--- src/rtl/kbf_pkg.sv ---
`timescale 1ns / 1ps
// ----------------------------------------------------------------------------
// kbf_pkg
// Types and constants shared by the brute-force nearest neighbor search.
// ----------------------------------------------------------------------------
package kbf_pkg;

	localparam int SQ_W   = 38;
	localparam int IDX_W  = 10;
	localparam int DIST_W = 28;
	localparam int NIDX_W = 25;
	localparam int ROOT_W = 27;
	localparam int RAD_W  = 54;

	localparam logic [SQ_W-1:0]   SQ_ONES   = '1;
	localparam logic [DIST_W-1:0] DIST_ONES = '1;

	localparam logic [1:0] REG_DIMS  = 2'd0;
	localparam logic [1:0] REG_SIZE  = 2'd1;
	localparam logic [1:0] REG_K     = 2'd2;
	localparam logic [1:0] REG_BASE  = 2'd3;

	localparam logic MODE_CORPUS = 1'b0;
	localparam logic MODE_QUERY  = 1'b1;

	typedef struct packed {
		logic               mode;
		logic [9:0]         point_slot;
		logic [5:0]         dim_slot;
		logic signed [15:0] coord;
	} cmd_t;

	typedef struct packed {
		logic [DIST_W-1:0] distance;
		logic [NIDX_W-1:0] neighbor_index;
		logic              valid_res;
		logic              last;
	} result_t;

	typedef struct packed {
		logic clr;
		logic ins;
		logic shift;
	} cell_ctl_t;

endpackage

--- src/rtl/kbf_sqrt.sv ---
`timescale 1ns / 1ps
// ----------------------------------------------------------------------------
// kbf_sqrt
// Digit-by-digit integer square root, one result bit per cycle.
// ----------------------------------------------------------------------------
module kbf_sqrt import kbf_pkg::*; (
	input  logic              clk,
	input  logic              arst_n,
	input  logic              go,
	input  logic [RAD_W-1:0]  radicand,
	output logic              done,
	output logic [ROOT_W-1:0] root
);

	localparam int REM_W = ROOT_W + 3;

	logic [RAD_W-1:0]  op_q;
	logic [REM_W-1:0]  rem_q;
	logic [ROOT_W-1:0] root_q;
	logic [4:0]        cnt_q;
	logic              run_q;
	logic              done_q;
	logic [REM_W-1:0]  trial;
	logic [REM_W-1:0]  sub;
	logic              ge;

	assign trial = {rem_q[REM_W-3:0], op_q[RAD_W-1 -: 2]};
	assign sub   = REM_W'({root_q, 2'b01});
	assign ge    = trial >= sub;
	assign done  = done_q;
	assign root  = root_q;

	always_ff @(posedge clk or negedge arst_n) begin
		if (!arst_n) begin
			run_q  <= 1'b0;
			done_q <= 1'b0;
			cnt_q  <= '0;
		end else begin
			done_q <= 1'b0;
			if (go) begin
				run_q <= 1'b1;
				cnt_q <= 5'(ROOT_W - 1);
			end else if (run_q) begin
				cnt_q <= cnt_q - 5'd1;
				if (cnt_q == '0) begin
					run_q  <= 1'b0;
					done_q <= 1'b1;
				end
			end
		end
	end

	always_ff @(posedge clk) begin
		if (go) begin
			op_q   <= radicand;
			rem_q  <= '0;
			root_q <= '0;
		end else if (run_q) begin
			op_q   <= {op_q[RAD_W-3:0], 2'b00};
			rem_q  <= ge ? trial - sub : trial;
			root_q <= {root_q[ROOT_W-2:0], ge};
		end
	end

endmodule

--- config.mk ---
export PLATFORM = sky130hd
export DESIGN_NAME = kbf_sqrt
export DESIGN_NICKNAME = d
export VERILOG_FILES = /design/src/rtl/kbf_pkg.sv /design/src/rtl/kbf_sqrt.sv
export SDC_FILE = /design/constraint.sdc
export NUM_CORES = 1
export LEC_CHECK = 0
export BUFFER_PORTS_ARGS = -buffer_cell sky130_fd_sc_hd__buf_4
export CAP_MARGIN = 20
export CORE_MARGIN = 8
export CORE_UTILIZATION = 50
export DETAILED_ROUTE_END_ITERATION = 16
export GPL_ROUTABILITY_DRIVEN = 0
export PLACE_DENSITY = 0.71
export RECOVER_POWER = 50
export SLEW_MARGIN = 20
export SYNTH_ARGS = -nofsm -noshare
export SYNTH_HDL_FRONTEND = slang
export SYNTH_SLANG_ARGS = --single-unit
--- constraint.sdc ---
create_clock -name clk -period 2.57 [get_ports clk]
set_input_delay 0.3855 -clock clk [delete_from_list [all_inputs] [get_ports clk]]
set_output_delay 0.3855 -clock clk [all_outputs]
set_load 0.03 [all_outputs]
* After elaboration in Yosys (flattened, before gate mapping)
Index checks and enable logic that the tools add are counted.
** Cells by class
- Add/subtract/negate cells :: 2
- Multiply operators :: 0
- $lt $le $gt $ge :: 1
- Bitwise operators :: 0
- Multiplexer cells :: 11
- Reduce and logical (&&, ||, !) cells :: 2
- Shift-type cells :: 0
- Div/mod/pow operators :: 0
- Equal/unequal tests :: 0
** Operator list (count)
- 2-to-1 mux 54 bit :: 2
- greater-or-equal comparator 30 x 29 -> 1 bit :: 1
- 2-to-1 mux 28 bit :: 1
- subtractor 28 bit :: 1
- 2-to-1 mux 5 bit :: 2
- 2-to-1 mux 1 bit :: 6
- logical NOT 5 bit :: 1
- subtractor 5 x 1 -> 5 bit (second input constant) :: 1
- nonzero test 2 bit :: 1
** Storage, ports and cells
- Latch bits :: 0
- Bits in registers :: 116
- Memories :: 0
- Logic and storage cells :: 22
- ROM bits :: 0
- Bits in writable memories :: 0

* Depth between registers and ports, before layout
- Word-level depth :: 4
- Depth in mapped cells :: 13
- Mapped depth without buffers :: 10

* Least setup slack after synthesis
OpenSTA, ideal clock, no wires.
- Path type :: register -> register
- Start point :: reg root_q[22], in the netlist root[22]
- End point :: reg rem_q[27]
- Stages on the path, launching flop included :: 12
- Setup slack :: -0.249 ns
- Data arrival time :: 2.757 ns
- Setup time :: 0.062 ns
- Period minus slack after synthesis :: 2.819 ns
- Cells stage by stage :: dfxtp_1 > inv_1 > ha_1 > clkbuf_1 > nand4_1 > or4_1 > nor4_2 > a2111oi_2 > and2_4 > buf_6 > or4_1 > nand3_1
** On the way
- Longest elaborated chain between the ends :: 2
- Elaborated cells on any way between the ends :: 3
- Those cells by class :: 1 x add/sub; 1 x order compare; 1 x mux
** Ends and longest elaborated chain
- from (decl) :: line kbf_sqrt.sv:19 : logic [ROOT_W-1:0] root_q;
- from (signal assigned) :: line kbf_sqrt.sv:61 : root_q <= {root_q[ROOT_W-2:0], ge};
- subtractor 28 bit / greater-or-equal comparator 30 x 29 -> 1 bit (equally long branches) :: line kbf_sqrt.sv:60, kbf_sqrt.sv:29
- 2-to-1 mux 28 bit (*) :: line kbf_sqrt.sv:60 : rem_q <= ge ? trial - sub : trial;
- to (signal assigned) :: line kbf_sqrt.sv:60
- to (decl) :: line kbf_sqrt.sv:18 : logic [REM_W-1:0] rem_q;
Every way passes the cells marked *; elsewhere a longest branch is shown, timed or not.
A chain may end at the register's enable or synchronous reset.

* Final worst setup path
- Start point :: reg root_q[4], in the netlist root[4]
- End point :: reg rem_q[13]
The elaborated chain is that of the path after synthesis.

==> summary.txt <==
Setup path
  • Required time of the worst setup path: 2.87 ns
  • Critical Path AT: 2.86 ns
  • Crit-path slowest cell: dfxtp_2
  • Worst path max stage delay: 0.32 ns
  • Kind of end point of the critical path: register
  • Setup crit start kind: register
  • WS Path Type: register to register
  • Worst-path fanout max: 7
  • Worst-path cell chain: inv_1, ha_1, a211oi_2, o21ai_1, a31oi_4, o31ai_4, o211ai_4, and2_4, buf_12, nand2_1, a311oi_1

Drt
  • Routed WL per cell: 17.1 um
  • Vias: 5440
  • 1st-iter DRT viols: 349
  • Metal3 WL: 1260 um
  • DRT Pass-1 Iters: 5
  • Residual DRC: 0
  • Routed met2 length: 8350 um
  • Post-Route WL: 16800 um
  • Via density: 5.54
  • Top layer in use: met4
  • Remaining antenna violation count: 0
  • M1 wire length: 6810 um

Clock tree
  • Later-pin clock latency in the skew report: 0.41 ns
  • Worst-path clk slew: 0.06 ns
  • Deepest clock path buffer count: 2
  • H-tree depth: 4
  • CTS Root Cell: clkbuf_16
  • TritonCTS Buffers: 17
  • CTS tree: done
  • Num Clock Sinks: 116

Job
  • Max cap viols: 0

Global routing
  • Number of global-route vias before repair: 5561
  • Initial antenna violation count: 0
  • GRT Total Usage: 19.3%
  • Largest net degree at the start of global routing: 55
  • Global route overflow: 0
  • First-pass GRT wire length: 26000 um

STA
  • Unrepaired setup endpoints after global routing: yes
  • Final hold vios: 0
  • Setup Viol. Count Final: 0
  • Hold slack final: 0.254 ns
  • Setup Skew: 0.00730 ns
  • Max Slew Vio Count: 0
  • Relative slew margins: 33.6%
  • Actual slew at the worst max-slew pin: 0.992 ns
  • Period utilization: 99.7%
  • Tmin final: 2.56 ns
  • FMAX: 0.390 GHz

Yosys
  • Predominant post-synthesis flop cell: dfxtp_1
  • Xor/xnor share of the synthesized area: 3.28%
  • Simple-Gate Fraction of Synth Area: 12.7%
  • Flops & latches, synth: 116
  • Synth warn: 0
  • Main combinational cell family by area after synthesis: multiplexers
  • Top cell type's share of synthesized area: 25.3%
  • Syn_area_per_cell: 10.1 um2
  • Mapped Cells: 636
  • Post-Syn Nets: 724
  • Part of the Yosys area used for sequential elements: 45.2%
  • Async set or reset register ratio after synthesis: 6.03%
  • Post-synth EDFFs: 54
  • Cell variety after synth: 60
  • Largest area contributor in the netlist: edfxtp_1
  • Mapped Area: 0.00641 mm2
  • Post-synthesis mux area share: 14.8%
  • Compound-Gate Fraction of Synth Area: 12.9%
  • Top cells by area, synth: edfxtp_1 (25%), dfxtp_1 (17%), mux2_2 (9.7%), ha_1 (6.1%), mux2i_1 (5.2%)
  • Post-synthesis adder-cell area fraction: 6.05%

Floorplanning
  • Top-Level Pins: 85
  • Die footprint: 0.0167 mm2
  • Starting Density: 51.0%
  • Site Rows: 41
  • Core ar.: 0.0126 mm2
  • Die extent in y: 129 um
  • Die Wd: 129 um

Finish
  • Non-filler instance count after layout: 982
  • Multi-input gate area: 0.00371 mm2
  • Final #Nets: 885
  • FF/Latch Area: 0.00295 mm2
  • Filler Cell Count: 876
  • Share of layout cells above drive strength 1: 45.3%
  • Inserted Diodes: 0
  • Syn-to-layout area delta: 40.7%

Placement
  • Number of instances in the placed design: 928
  • Port Buffers: 84
  • Post-DP HPWL: 10800 um

Run status
  • Outcome: complete, no violations

Worst hold path
  • Hold WC Path Type: input port to register

Power and ir drop
  • VDD IR max: 720 uV
  • Pwr dens: 1170 mW/mm2
  • Leakage: 3.93 nW
==> logic make-up (layout without fill, tap and decap cells) <==
| family | Yosys count | in the layout |
|---|---|---|
| buffers and inverters | 80 | 254 |
| AND/OR/NAND/NOR | 177 | 177 |
| adder cells (fa/ha/maj) | 31 | 31 |
| XOR/XNOR | 24 | 24 |
| multiplexers | 88 | 88 |
| flip-flops | 116 | 116 |
| AO/OA/AOI/OAI | 120 | 120 |
==> cells in the final DEF, fill, tap and decap left out, types with 6 or more instances in the layout <==
cell type  count
nand4_1        6
buf_4        164
dfrtp_1        6
ha_1           8
inv_1         29
mux2i_1       33
ha_4          23
nor2_1        64
o21ai_0       18
xor2_1         6
a21o_1         8
dfxtp_1       29
nand2_1       55
a311oi_1      12
inv_2         13
nor3_1         6
a21oi_1       19
dfxtp_2       19
xnor2_1       18
mux2_2        54
o21ai_1       10
nand2b_1       6
edfxtp_1      54
clkbuf_16     19
nand3_1        8
dfxtp_4        7
==> flip-flops by register name, indices dropped and copies added (netlist names) <==
register,count
done,1
root,27
run_q,1
rem_q,28
cnt_q,5
op_q,54
==> metal layers <==
layer / GRT usage [%] / up-vias
met5: 0 / -
li1: - / 2602
met3: 7.89 / 33
met2: 31.8 / 186
met1: 21.9 / 2619
met4: 7.53 / 0
==> stage by stage <==
stage | TNS [ns] | cell area, um2 | setup slack [ns] | power, W | util, %
global placement | -0.293 | 7760 | -0.0615 | 0.00678 | 61.7
floorplan | -0.0901 | 6480 | -0.0632 | 0.00545 | -
CTS | -0.000101 | 8510 | -0.000101 | 0.00945 | 67.7
global route | -0.839 | 9020 | -0.112 | 0.0111 | 71.8
detailed placement | -0.792 | 7760 | -0.149 | 0.00689 | 61.7
finish | 0 | 9020 | 0.00747 | 0.0105 | 71.8
==> worst max-delay path: cells and delay by family, from the launching register on <==
| family | cells | cell delay, ns |
|---|---|---|
| AOI/OAI and AO/OA | 6 | 1.37 |
| DFF | 1 | 0.32 |
| adders and majority gates | 1 | 0.23 |
| buffers and inverters | 2 | 0.19 |
| and+or+nand+nor | 2 | 0.33 |
==> path summary, 6_finish.rpt <==
check / to / start / slack, ns / cells past startpoint
min in group asynchronous: done / arst_n / 0.40 / 2
worst min-delay path: op_q[0] / radicand[0] / 0.25 / 2
worst max-delay path: rem_q[13] / root[4] / 0.007 / 11
worst min register to register: rem_q[26] / rem_q[26] / 0.50 / 2
worst max register to register: rem_q[13] / root[4] / 0.007 / 11
max in group asynchronous: run_q / arst_n / 1.89 / 2
==> final cells by class <==
| cell class | count | area share [%] |
|---|---|---|
| multi-input cells | 440 | 41.1 |
| flip-flops and latches | 116 | 32.7 |
| repair buffers | 179 | 16.1 |
| clock buffers | 18 | 4.76 |
| well taps | 172 | 2.39 |
| inverters | 43 | 1.82 |
| clock inverters | 14 | 1.17 |
==> cell usage after synthesis, drive strengths merged (3+ instances only) <==
master  count
nor2       66
nand2      58
dfxtp      55
mux2       55
edfxtp     54
inv        43
mux2i      33
clkbuf     32
ha         31
o21ai      30
a21oi      26
xnor2      18
a311oi     16
nand3      10
a21o        8
dfrtp       7
nand4       7
a31oi       6
nand2b      6
nor3        6
xor2        6
buf         5
o21bai      5
a211oi      4
and2        4
and3        4
o211ai      4
nor4        3
o21a        3
o31a        3
o31ai       3
or3         3
or4         3
==> repair_timing <==
action	CTS	global route
setup buffers	6	13
pin swaps	13	27
gates resized for setup	30	74
hold buffers	1	0
endpoints found under the hold margin	7	0
endpoints found under the setup margin	25	28
gates cloned	0	2
==> power breakdown <==
group          total, W  internal, W  switching [W]
Combinational   0.00596      0.00313        0.00284
Sequential      0.00243      0.00222       0.000211
Clock           0.00213      0.00124       0.000896
No activity file was read; power rests on OpenSTA's default activity.
