[config.mk]
export PLATFORM = sky130hd
export DESIGN_NAME = kbf_cell
export DESIGN_NICKNAME = d
export VERILOG_FILES = /design/src/rtl/kbf_pkg.sv /design/src/rtl/kbf_cell.sv
export SDC_FILE = /design/constraint.sdc
export NUM_CORES = 1
export LEC_CHECK = 0
export ABC_AREA = 1
export BUFFER_PORTS_ARGS = -buffer_cell sky130_fd_sc_hd__clkbuf_2
export CORE_MARGIN = 5
export CORE_UTILIZATION = 49
export CTS_BUF_LIST = sky130_fd_sc_hd__clkbuf_8
export DETAILED_ROUTE_END_ITERATION = 8
export PLACE_DENSITY = 0.85
export SLEW_MARGIN = 15
export SYNTH_ARGS = -nofsm -noshare
export SYNTH_HDL_FRONTEND = slang
export SYNTH_SLANG_ARGS = --single-unit
[constraint.sdc]
create_clock -name clk -period 2.9 [get_ports clk]
set_input_delay 0.145 -clock clk [delete_from_list [all_inputs] [get_ports clk]]
set_output_delay 0.145 -clock clk [all_outputs]
set_load 0.03 [all_outputs]
[src/rtl/kbf_pkg.sv]
`timescale 1ns / 1ps
// ----------------------------------------------------------------------------
// kbf_pkg
// Types and constants shared by the brute-force nearest neighbor search.
// ----------------------------------------------------------------------------
package kbf_pkg;

	localparam int SQ_W   = 38;
	localparam int IDX_W  = 10;
	localparam int DIST_W = 28;
	localparam int NIDX_W = 25;
	localparam int ROOT_W = 27;
	localparam int RAD_W  = 54;

	localparam logic [SQ_W-1:0]   SQ_ONES   = '1;
	localparam logic [DIST_W-1:0] DIST_ONES = '1;

	localparam logic [1:0] REG_DIMS  = 2'd0;
	localparam logic [1:0] REG_SIZE  = 2'd1;
	localparam logic [1:0] REG_K     = 2'd2;
	localparam logic [1:0] REG_BASE  = 2'd3;

	localparam logic MODE_CORPUS = 1'b0;
	localparam logic MODE_QUERY  = 1'b1;

	typedef struct packed {
		logic               mode;
		logic [9:0]         point_slot;
		logic [5:0]         dim_slot;
		logic signed [15:0] coord;
	} cmd_t;

	typedef struct packed {
		logic [DIST_W-1:0] distance;
		logic [NIDX_W-1:0] neighbor_index;
		logic              valid_res;
		logic              last;
	} result_t;

	typedef struct packed {
		logic clr;
		logic ins;
		logic shift;
	} cell_ctl_t;

endpackage

[src/rtl/kbf_cell.sv]
`timescale 1ns / 1ps
// ----------------------------------------------------------------------------
// kbf_cell
// One rank of the sorted neighbor list: clear, shift up, or insert from candidate or neighbor.
// ----------------------------------------------------------------------------
module kbf_cell import kbf_pkg::*; (
	input  logic             clk,
	input  logic             arst_n,
	input  cell_ctl_t        ctl,
	input  logic [SQ_W-1:0]  cand_sq,
	input  logic [IDX_W-1:0] cand_idx,
	input  logic             prev_lt,
	input  logic [SQ_W-1:0]  prev_sq,
	input  logic [IDX_W-1:0] prev_idx,
	input  logic [SQ_W-1:0]  next_sq,
	input  logic [IDX_W-1:0] next_idx,
	output logic             lt,
	output logic [SQ_W-1:0]  sq,
	output logic [IDX_W-1:0] idx
);

	logic [SQ_W-1:0]  sq_q;
	logic [IDX_W-1:0] idx_q;

	// strict compare keeps the earlier point ahead on ties
	assign lt  = cand_sq < sq_q;
	assign sq  = sq_q;
	assign idx = idx_q;

	always_ff @(posedge clk or negedge arst_n) begin
		if (!arst_n) begin
			sq_q  <= SQ_ONES;
			idx_q <= '0;
		end else if (ctl.clr) begin
			sq_q  <= SQ_ONES;
			idx_q <= '0;
		end else if (ctl.shift) begin
			sq_q  <= next_sq;
			idx_q <= next_idx;
		end else if (ctl.ins) begin
			if (prev_lt) begin
				sq_q  <= prev_sq;
				idx_q <= prev_idx;
			end else if (lt) begin
				sq_q  <= cand_sq;
				idx_q <= cand_idx;
			end
		end
	end

endmodule

Word-level counts from Yosys, hierarchy flattened
Index checks and enable logic that the tools add are counted.
{"block": "totals", "out_inout_bits": 49, "ff_bits": 48, "word_cells": 16, "inputBits": 150}
{"block": "op_classes", "n_reduce_logical": 3, "order_cmp": 1, "mux": 10}
{"cell": "$mux W38", "count": 5}
{"cell": "$mux W10", "count": 5}
{"cell": "$lt A38 B38 Y1", "count": 1}
{"cell": "$reduce_bool A4 Y1", "count": 1}
{"cell": "$reduce_bool A3 Y1", "count": 1}
{"cell": "$reduce_and A2 Y1", "count": 1}

Longest topological paths before layout
Gate-level depths: netlist of run 1.
{"block": "depth", "depth_word": 6, "ltp_mapped": 18, "ltp_nobuf": 16}

Least setup slack after synthesis of run 1
Ideal clock, no wire load.
{"block": "synth_path", "kind": "register to register", "startpoint": "register sq_q[37], in the netlist sq[37]", "endpoint": "register idx_q[6], in the netlist idx[6]", "setup_time_ns": 0.118, "arrival_time_ns": 2.062, "stages_incl_launch_ff": 16, "slack_ns": 0.720, "cell_sequence": "dfstp_2 -> inv_1 -> ha_1 -> nand2_1 -> nor2_1 -> nand2_1 -> nor2_1 -> nand2_1 -> nor2_1 -> nor2_1 -> nand2_2 -> nand3_2 -> buf_2 -> buf_6 -> nand3_1 -> nand2_1"}
{"block": "synth_between", "elab_chain_len": 3}
{"item": "from (decl)", "line_no": "kbf_cell.sv:22", "text": "logic [SQ_W-1:0] sq_q;"}
{"item": "from (signal assigned)", "line_no": "kbf_cell.sv:38", "text": "sq_q <= next_sq;"}
{"item": "from (signal assigned)", "line_no": "kbf_cell.sv:42", "text": "sq_q <= prev_sq;"}
{"item": "from (signal assigned)", "line_no": "kbf_cell.sv:45", "text": "sq_q <= cand_sq;"}
{"item": "$lt A38 B38 Y1", "line_no": "kbf_cell.sv:26", "text": "assign lt = cand_sq < sq_q;"}
{"item": "$reduce_bool A4 Y1 (no line)"}
{"item": "$reduce_and A2 Y1 (no line)"}
{"item": "to (signal assigned)", "line_no": "kbf_cell.sv:39", "text": "idx_q <= next_idx;"}
{"item": "to (signal assigned)", "line_no": "kbf_cell.sv:43", "text": "idx_q <= prev_idx;"}
{"item": "to (signal assigned)", "line_no": "kbf_cell.sv:46", "text": "idx_q <= cand_idx;"}
{"item": "to (decl)", "line_no": "kbf_cell.sv:23", "text": "logic [IDX_W-1:0] idx_q;"}
No other way between the ends.
A chain may end at the register's enable or synchronous reset.

Final worst setup path of run 1
{"block": "layout_path", "startpoint": "register sq_q[29], in the netlist sq[29]", "endpoint": "register sq_q[17], in the netlist sq[17]"}
{"block": "layout_between", "elab_chain_len": 3}
{"item": "$lt A38 B38 Y1", "line_no": "kbf_cell.sv:26"}
{"item": "$reduce_bool A4 Y1 (no line)"}
{"item": "$reduce_and A2 Y1 (no line)"}
No other way between the ends.

==> results of run 1 <==
kinds of logic (layout without fill, tap and decap cells):
| family | count (synthesis) | in the layout |
|---|---|---|
| fa+ha+maj | 37 | 37 |
| flops | 48 | 48 |
| simple gates | 281 | 281 |
| compound gates | 114 | 114 |
| buf+inv | 168 | 344 |
worst min path at each step:
stage                start      to  slack [ns]
2_1_floorplan       arst_n  idx[0]       -0.15
3_3_place_gp        sq[37]  sq[37]        0.46
3_5_place_dp        idx[5]  idx[5]        0.46
4_1_cts        next_sq[35]  sq[35]        0.17
5_1_grt        next_sq[36]  sq[36]        0.20
6_report       next_sq[35]  sq[35]        0.17
area by class of cell:
class,instances,area share
Multi-Input combinational cell,432,0.432
Sequential cell,48,0.236
Clock buffer,5,0.0130
Timing Repair Buffer,205,0.199
Tap cell,105,0.0248
Inverter,131,0.0928
Clock inverter,3,0.00236
layout by cell type (no fill, tap or decap), drive strengths merged:
master / n
a21o: 2
dfrtp: 10
clkbuf: 203
ha: 37
o211ai: 38
a21oi: 12
o21ai: 60
nor2: 29
a21boi: 2
nand3: 59
nand2: 193
inv: 133
buf: 7
dfstp: 38
clkinv: 1
power groups by stage:
stage	clock network (mW)	registers, mW	logic [mW]
floorplan	0	1.04	0.401
global placement	0	0.876	0.847
detailed placement	0	0.878	0.881
CTS	0.402	0.869	0.885
global route	0.427	0.882	0.980
finish	0.386	0.869	0.875
state kept, by name (all words and copies together), names as in the netlist:
register  cells
idx          10
sq           38
layer usage:
layer	wire length, µm	part of all wire	vias up	GRT usage
li1	-	-	2379	-
met1	5080	0.39	2147	0.279
met2	6500	0.50	195	0.440
met3	941	0.073	28	0.0311
met4	373	0.029	0	0.0989
met5	0	0	-	0
worst min-delay path, cell delays in order:
cell	delay (ns)
clkbuf_2	0.07
o21ai_1	0.06
inv_1	0.05
nand3_1	0.07
nand2_1	0.06
==> reports/results.tsv, run 1 <==
stage	metric	value	unit
yosys	synth_compound_area_frac	0.161	
setup_path	timing.rr.start	sq[29]	
sta	tightestPinTransition	0.812	ns
setup_path	end_kind	flip-flop	
cts	clkTransAtPathRegs	0.09	ns
placement	hpwl	10.2	mm
route	wl	12.9	mm
sta	finalSetupTns	0	ns
setup_path	cp_data_arrival_time	2.67	ns
cts	hold_buffers	0	
yosys	synth_fa_ha_area_frac	0.110	
yosys	synth_xor_area_frac	0	
setup_path	rrSetupSlack	0.48	ns
cells_and_area	fill_cells	781	
placement	io_buffer_count	198	
yosys	post-synth-top-area-fraction	0.238	
floorplanning	core	8300	µm²
yosys	synthTopCellsByArea	dfstp_2 (24%), nand2_1 (17%), inv_1 (12%)	
setup_path	cp_top_family	simple AND/OR/NAND/NOR gates	
setup_path	cp.depth	15	
route	first_iter_violations	186	
placement	gp_congestion	0.896	
setup_path	r2r-end	sq[17]	
cts	root_buffer	clkbuf_8	
sta	final.setup.worst_slack	0.476	ns
setup_path	endpoint	sq[17]	
cells_and_area	finalNetCount	1010	
cts	cts_resized	0	
sta	slew_headroom	0.459	
yosys	synth_mux_area_frac	0	
power_and_ir_drop	seq_power_share	0.408	
job	maxCapViolations	0	
cells_and_area	fin_cells	929	
floorplanning	start_util	0.506	
setup_path	critPathRequiredTime	3.14	ns
power_and_ir_drop	finalPower	2.13	mW
yosys	synthArstFlopShare	1.00	
yosys	ys_ff_latch	48	
setup_path	path_max_fanout	36	
grt	grt_pass1_wl	20.3	mm
yosys	synth.most_common_cell	nand2_1	
power_and_ir_drop	power_leakage	3.23	nW
hold_path	hold_path.class	in -> reg	
placement	dpl.cell_count	921	
yosys	synth_top_family_by_area	simple AND/OR/NAND/NOR gates	
yosys	syn_avg_cell_area	6.48	µm²
route	vias	4749	
cts	clock-sinks	48	
floorplanning	dieArea	10500	µm²
route	antenna_left	0	
cts	h-tree-depth	2	
hold_path	holdPathStages	5	
setup_path	cpPeakStageDelay	0.56	ns
route	firstDrtPassIters	5	
route	via_per_inst	5.11	
setup_path	critPathKind	reg -> reg	
setup_path	cp_slowest_cell	dfstp_2	
grt	grt_max_degree	87	
sta	finalSetupViolCount	0	
sta	holdWs	0.173	ns
grt	grtUsageTotal	0.239	
route	wire_per_inst	13.9	µm
power_and_ir_drop	vdd_drop_max	0.195	mV
placement	pre_cts_ws	0.494	ns
route	route.detailed.drc	0	
yosys	yosysWarnings	0	
yosys	syn_inst	648	
cts	post_cts_buffers	0	
sta	rsz0062_at_grt	false	
cells_and_area	fin_util	0.638	
floorplanning	ios	199	
sta	min_period	2.42	ns
yosys	seq_area_frac_synth	0.297	
power_and_ir_drop	swShare	0.400	
power_and_ir_drop	p_per_area	402	nW/µm²
status	status	finished, final reports clean	
setup_path	critical_path.startpoint	sq[29]	
sta	finalCritPeriodShare	0.836	
cts	numCtsBuffers	5	
grt	grt_pass1_vias	4522	
setup_path	startpoint_type	flip-flop	
sta	finalHoldViolations	0	
power_and_ir_drop	p_sw	0.852	mW
yosys	synth_top_flop_cell	dfstp_2	
grt	overflow	0	
power_and_ir_drop	combPwrFrac	0.411	
cells_and_area	n_antenna_cell	0	
cells_and_area	multi_input_area	2290	µm²
cells_and_area	regArea	1250	µm²
cells_and_area	synthToLayoutAreaGrowth	26.1	%
yosys	yosysTopAreaCell	dfstp_2	
placement	dpl_cell_area	5220	µm²
setup_path	worstPathCellList	inv_1 > ha_1 > nand2_1 > nor2_1 > nand2_1 > nor2_1 > nand2_1 > nor2_1 > nor2_1 > nand2_2 > nand3_2 > nand2_2 > buf_12 > nand2_1 > nand2_1	
cts	clk_latency	0.30	ns
cells_and_area	drive_gt1_frac	0.308	
yosys	synth_cell_types	19	
setup_path	crit_top_cell	nand2_1	
cts	cts_buffer_depth	2	
yosys	synth-edff-count	0	
floorplanning	chipHeight	103	µm
yosys	syn_area	4200	µm²
floorplanning	num_rows	33	
cts	cts_tree	built	
setup_path	r2r_cells	15	
floorplanning	die-width	103	µm
sta	finalMaxSlewViolations	0	
power_and_ir_drop	power_frac_clock	0.181	
grt	antenna_found_initial	0	
setup_path	crit_buf_inv	2	
cells_and_area	finalInstanceArea	5300	µm²
sta	fmax	413	MHz
yosys	syn-num-nets	835	
yosys	synth_common_cells	nand2_1 (191), inv_1 (131), nand3_1 (58)	
power_and_ir_drop	power.internal	1.28	mW
sta	fin_skew	0.0119	ns
yosys	yosys.area_share.simple	0.271	
(Power assumes the default switching activity.)
==> run 2: changes to the inputs <==
--- a/config.mk
+++ b/config.mk
@@ -8,10 +8,10 @@
 export ABC_AREA = 1
 export BUFFER_PORTS_ARGS = -buffer_cell sky130_fd_sc_hd__clkbuf_2
 export CORE_MARGIN = 5
-export CORE_UTILIZATION = 49
+export CORE_UTILIZATION = 44
 export CTS_BUF_LIST = sky130_fd_sc_hd__clkbuf_8
 export DETAILED_ROUTE_END_ITERATION = 8
-export PLACE_DENSITY = 0.85
+export PLACE_DENSITY = 0.8
 export SLEW_MARGIN = 15
 export SYNTH_ARGS = -nofsm -noshare
 export SYNTH_HDL_FRONTEND = slang
==> constraint.sdc (replaced) <==
create_clock -name clk -period 2 [get_ports clk]
set_input_delay 0.1 -clock clk [delete_from_list [all_inputs] [get_ports clk]]
set_output_delay 0.1 -clock clk [all_outputs]
set_load 0.03 [all_outputs]
==> reports/results.tsv, run 2 (synthesis results as in run 1) <==
stage	metric	value	unit	change
status	status	complete, but fails checks		was finished, final reports clean
status	violations	negative setup slack		
power_and_ir_drop	swShare	0.390		was 0.400
sta	finalMaxSlewViolations	0		unchanged
grt	grt_max_degree	39		was 87
cts	root_buffer	clkbuf_8		unchanged
power_and_ir_drop	vdd_drop_max	0.312	mV	was 0.195 mV
power_and_ir_drop	seq_power_share	0.315		was 0.408
route	firstDrtPassIters	4		was 5
route	route.detailed.drc	0		unchanged
power_and_ir_drop	finalPower	3.96	mW	was 2.13 mW
power_and_ir_drop	combPwrFrac	0.489		was 0.411
route	vias	5069		was 4749
route	antenna_left	0		unchanged
cells_and_area	synthToLayoutAreaGrowth	61.4	%	was 26.1%
cells_and_area	finalInstanceArea	6780	µm²	was 5300 µm²
cells_and_area	final_common_cell	clkbuf_2		unchanged
sta	slew_headroom	0.585		was 0.459
floorplanning	dieArea	11600	µm²	was 10500 µm²
floorplanning	ios	199		unchanged
cells_and_area	drive_gt1_frac	0.536		was 0.308
sta	final.setup.worst_slack	-0.279	ns	was 0.476 ns
floorplanning	num_rows	35		was 33
cts	cts_tree	built		unchanged
placement	io_buffer_count	198		unchanged
setup_path	crit_top_cell	nand2_2		was nand2_1
setup_path	crit_buf_inv	4		was 2
setup_path	critPathKind	reg -> reg		unchanged
floorplanning	die-width	108	µm	was 103 µm
power_and_ir_drop	power_leakage	3.70	nW	was 3.23 nW
cells_and_area	layout_common_cells	clkbuf_2 (197), inv_1 (107), nand2_1 (99)		was clkbuf_2 (198), nand2_1 (190), inv_1 (133)
hold_path	hold-path-endpoint	sq[35]		unchanged
route	first_iter_violations	219		was 186
sta	finalSetupTns	-11.90	ns	was 0 ns
placement	hpwl	10.4	mm	was 10.2 mm
setup_path	timing.rr.start	sq[21]		was sq[29]
setup_path	r2r_cells	16		was 15
hold_path	holdPathStages	5		unchanged
sta	fin_skew	0.0144	ns	was 0.0119 ns
hold_path	hold_path.class	in -> reg		unchanged
route	wl	15.4	mm	was 12.9 mm
cells_and_area	fill_cells	785		was 781
placement	dpl_cell_area	5660	µm²	was 5220 µm²
setup_path	cp_slowest_cell	dfstp_2		unchanged
hold_path	hold_path_startpoint	next_sq[35]		unchanged
sta	tightestPinTransition	0.622	ns	was 0.812 ns
setup_path	startpoint_type	flip-flop		unchanged
grt	overflow	0		unchanged
cts	cts_buffer_depth	2		unchanged
cells_and_area	n_antenna_cell	0		unchanged
cells_and_area	finalNetCount	1069		was 1010
cts	clk_latency	0.30	ns	about the same
cts	clkTransAtPathRegs	0.09	ns	about the same
floorplanning	core	9280	µm²	was 8300 µm²
grt	grtUsageTotal	0.232		was 0.239
setup_path	end_kind	flip-flop		unchanged
setup_path	r2r-end	sq[4]		was sq[17]
cts	clock-sinks	48		unchanged
setup_path	cpPeakStageDelay	0.55	ns	was 0.56 ns
sta	min_period	2.28	ns	was 2.42 ns
cells_and_area	largest_reg_flops	38		unchanged
sta	rsz0062_at_grt	true		was false
setup_path	rrSetupSlack	-0.28	ns	was 0.48 ns
job	maxCapViolations	0		unchanged
floorplanning	start_util	0.453		was 0.506
setup_path	cp_data_arrival_time	2.51	ns	was 2.67 ns
power_and_ir_drop	power_frac_clock	0.197		was 0.181
setup_path	critPathRequiredTime	2.24	ns	was 3.14 ns
power_and_ir_drop	p_sw	1.54	mW	was 0.852 mW
sta	finalSetupViolCount	49		was 0
placement	gp_congestion	0.873		was 0.896
floorplanning	chipHeight	108	µm	was 103 µm
route	wire_per_inst	15.2	µm	was 13.9 µm
grt	grt_pass1_vias	4685		was 4522
sta	fmax	439	MHz	was 413 MHz
setup_path	worstPathCellList	inv_2 > ha_4 > nand2_2 > nor2_4 > nand2_2 > buf_4 > inv_2 > nand2_2 > nand2_2 > nand2_2 > nand2_2 > nand3_4 > nand2_8 > clkbuf_16 > nand2_2 > nand2_1		was inv_1 > ha_1 > nand2_1 > nor2_1 > nand2_1 > nor2_1 > nand2_1 > nor2_1 > nor2_1 > nand2_2 > nand3_2 > nand2_2 > buf_12 > nand2_1 > nand2_1
setup_path	path_max_fanout	8		was 36
cts	h-tree-depth	2		unchanged
grt	grt_pass1_wl	21.8	mm	was 20.3 mm
placement	pre_cts_ws	-0.225	ns	was 0.494 ns
sta	finalCritPeriodShare	1.14		was 0.836
cells_and_area	fin_util	0.730		was 0.638
route	via_per_inst	5.01		was 5.11
sta	finalHoldViolations	0		unchanged
power_and_ir_drop	p_per_area	583	nW/µm²	was 402 nW/µm²
cts	numCtsBuffers	5		unchanged
grt	antenna_found_initial	0		unchanged
setup_path	cp_top_family	simple AND/OR/NAND/NOR gates		unchanged
power_and_ir_drop	power.internal	2.41	mW	was 1.28 mW
==> run 2: worst max path at each step <==
stage / startpoint / endpoint / cells after the start
6_report: sq[21] / sq[4] / 16
5_1_grt: sq[20] / sq[4] / 16
4_1_cts: sq[11] / lt / 13
3_5_place_dp: sq[13] / sq[5] / 16
3_3_place_gp: sq[13] / sq[29] / 16
2_1_floorplan: sq[27] / idx[6] / 15
==> run 2: final cells by class <==
type                            count  area, µm²  area share
Multi-Input combinational cell    432       3100       0.457
Timing Repair Buffer              264       1650       0.243
Sequential cell                    48       1250       0.184
Inverter                          131        494      0.0729
Tap cell                          129        161      0.0238
Clock buffer                        7       96.3      0.0142
Clock inverter                      1       30.0     0.00443
==> run 2: worst min-delay path: cells and delay by family <==
kind | cells | cell delay, ns
buffers and inverters | 2 | 0.13
AOI/OAI and AO/OA | 1 | 0.06
and+or+nand+nor | 2 | 0.12
==> run 2: power by group through the flow <==
stage          Clock (mW)  Combinational (mW)  Sequential (mW)
6_report            0.778                1.93             1.24
5_1_grt             0.830                2.11             1.26
4_1_cts             0.789                1.58             1.23
3_5_place_dp            0                1.48             1.24
3_3_place_gp            0                1.46             1.24
2_1_floorplan           0               0.597             1.51
==> run 2: per-stage QoR <==
| step | hold WS [ns] | std cells |
|---|---|---|
| 2_1_floorplan | -0.196 | 648 |
| 3_3_place_gp | 0.147 | 991 |
| 3_5_place_dp | 0.148 | 991 |
| 4_1_cts | 0.137 | 1003 |
| 5_1_grt | 0.167 | 1012 |
| 6_report | 0.147 | 1012 |
==> run 2: metal layers <==
layer,share of wire,vias up,track usage
li1,-,2509,-
met1,0.39,2344,0.283
met2,0.52,179,0.413
met3,0.066,37,0.0450
met4,0.026,0,0.0631
met5,0,-,0
==> run 2: repair_timing <==
action,CTS,global route
hold buffers,1,0
resized for setup,34,160
setup buffers,2,5
endpoints found under the setup margin,49,49
cloned,1,5
pin swaps,26,56
endpoints found under the hold margin,10,0
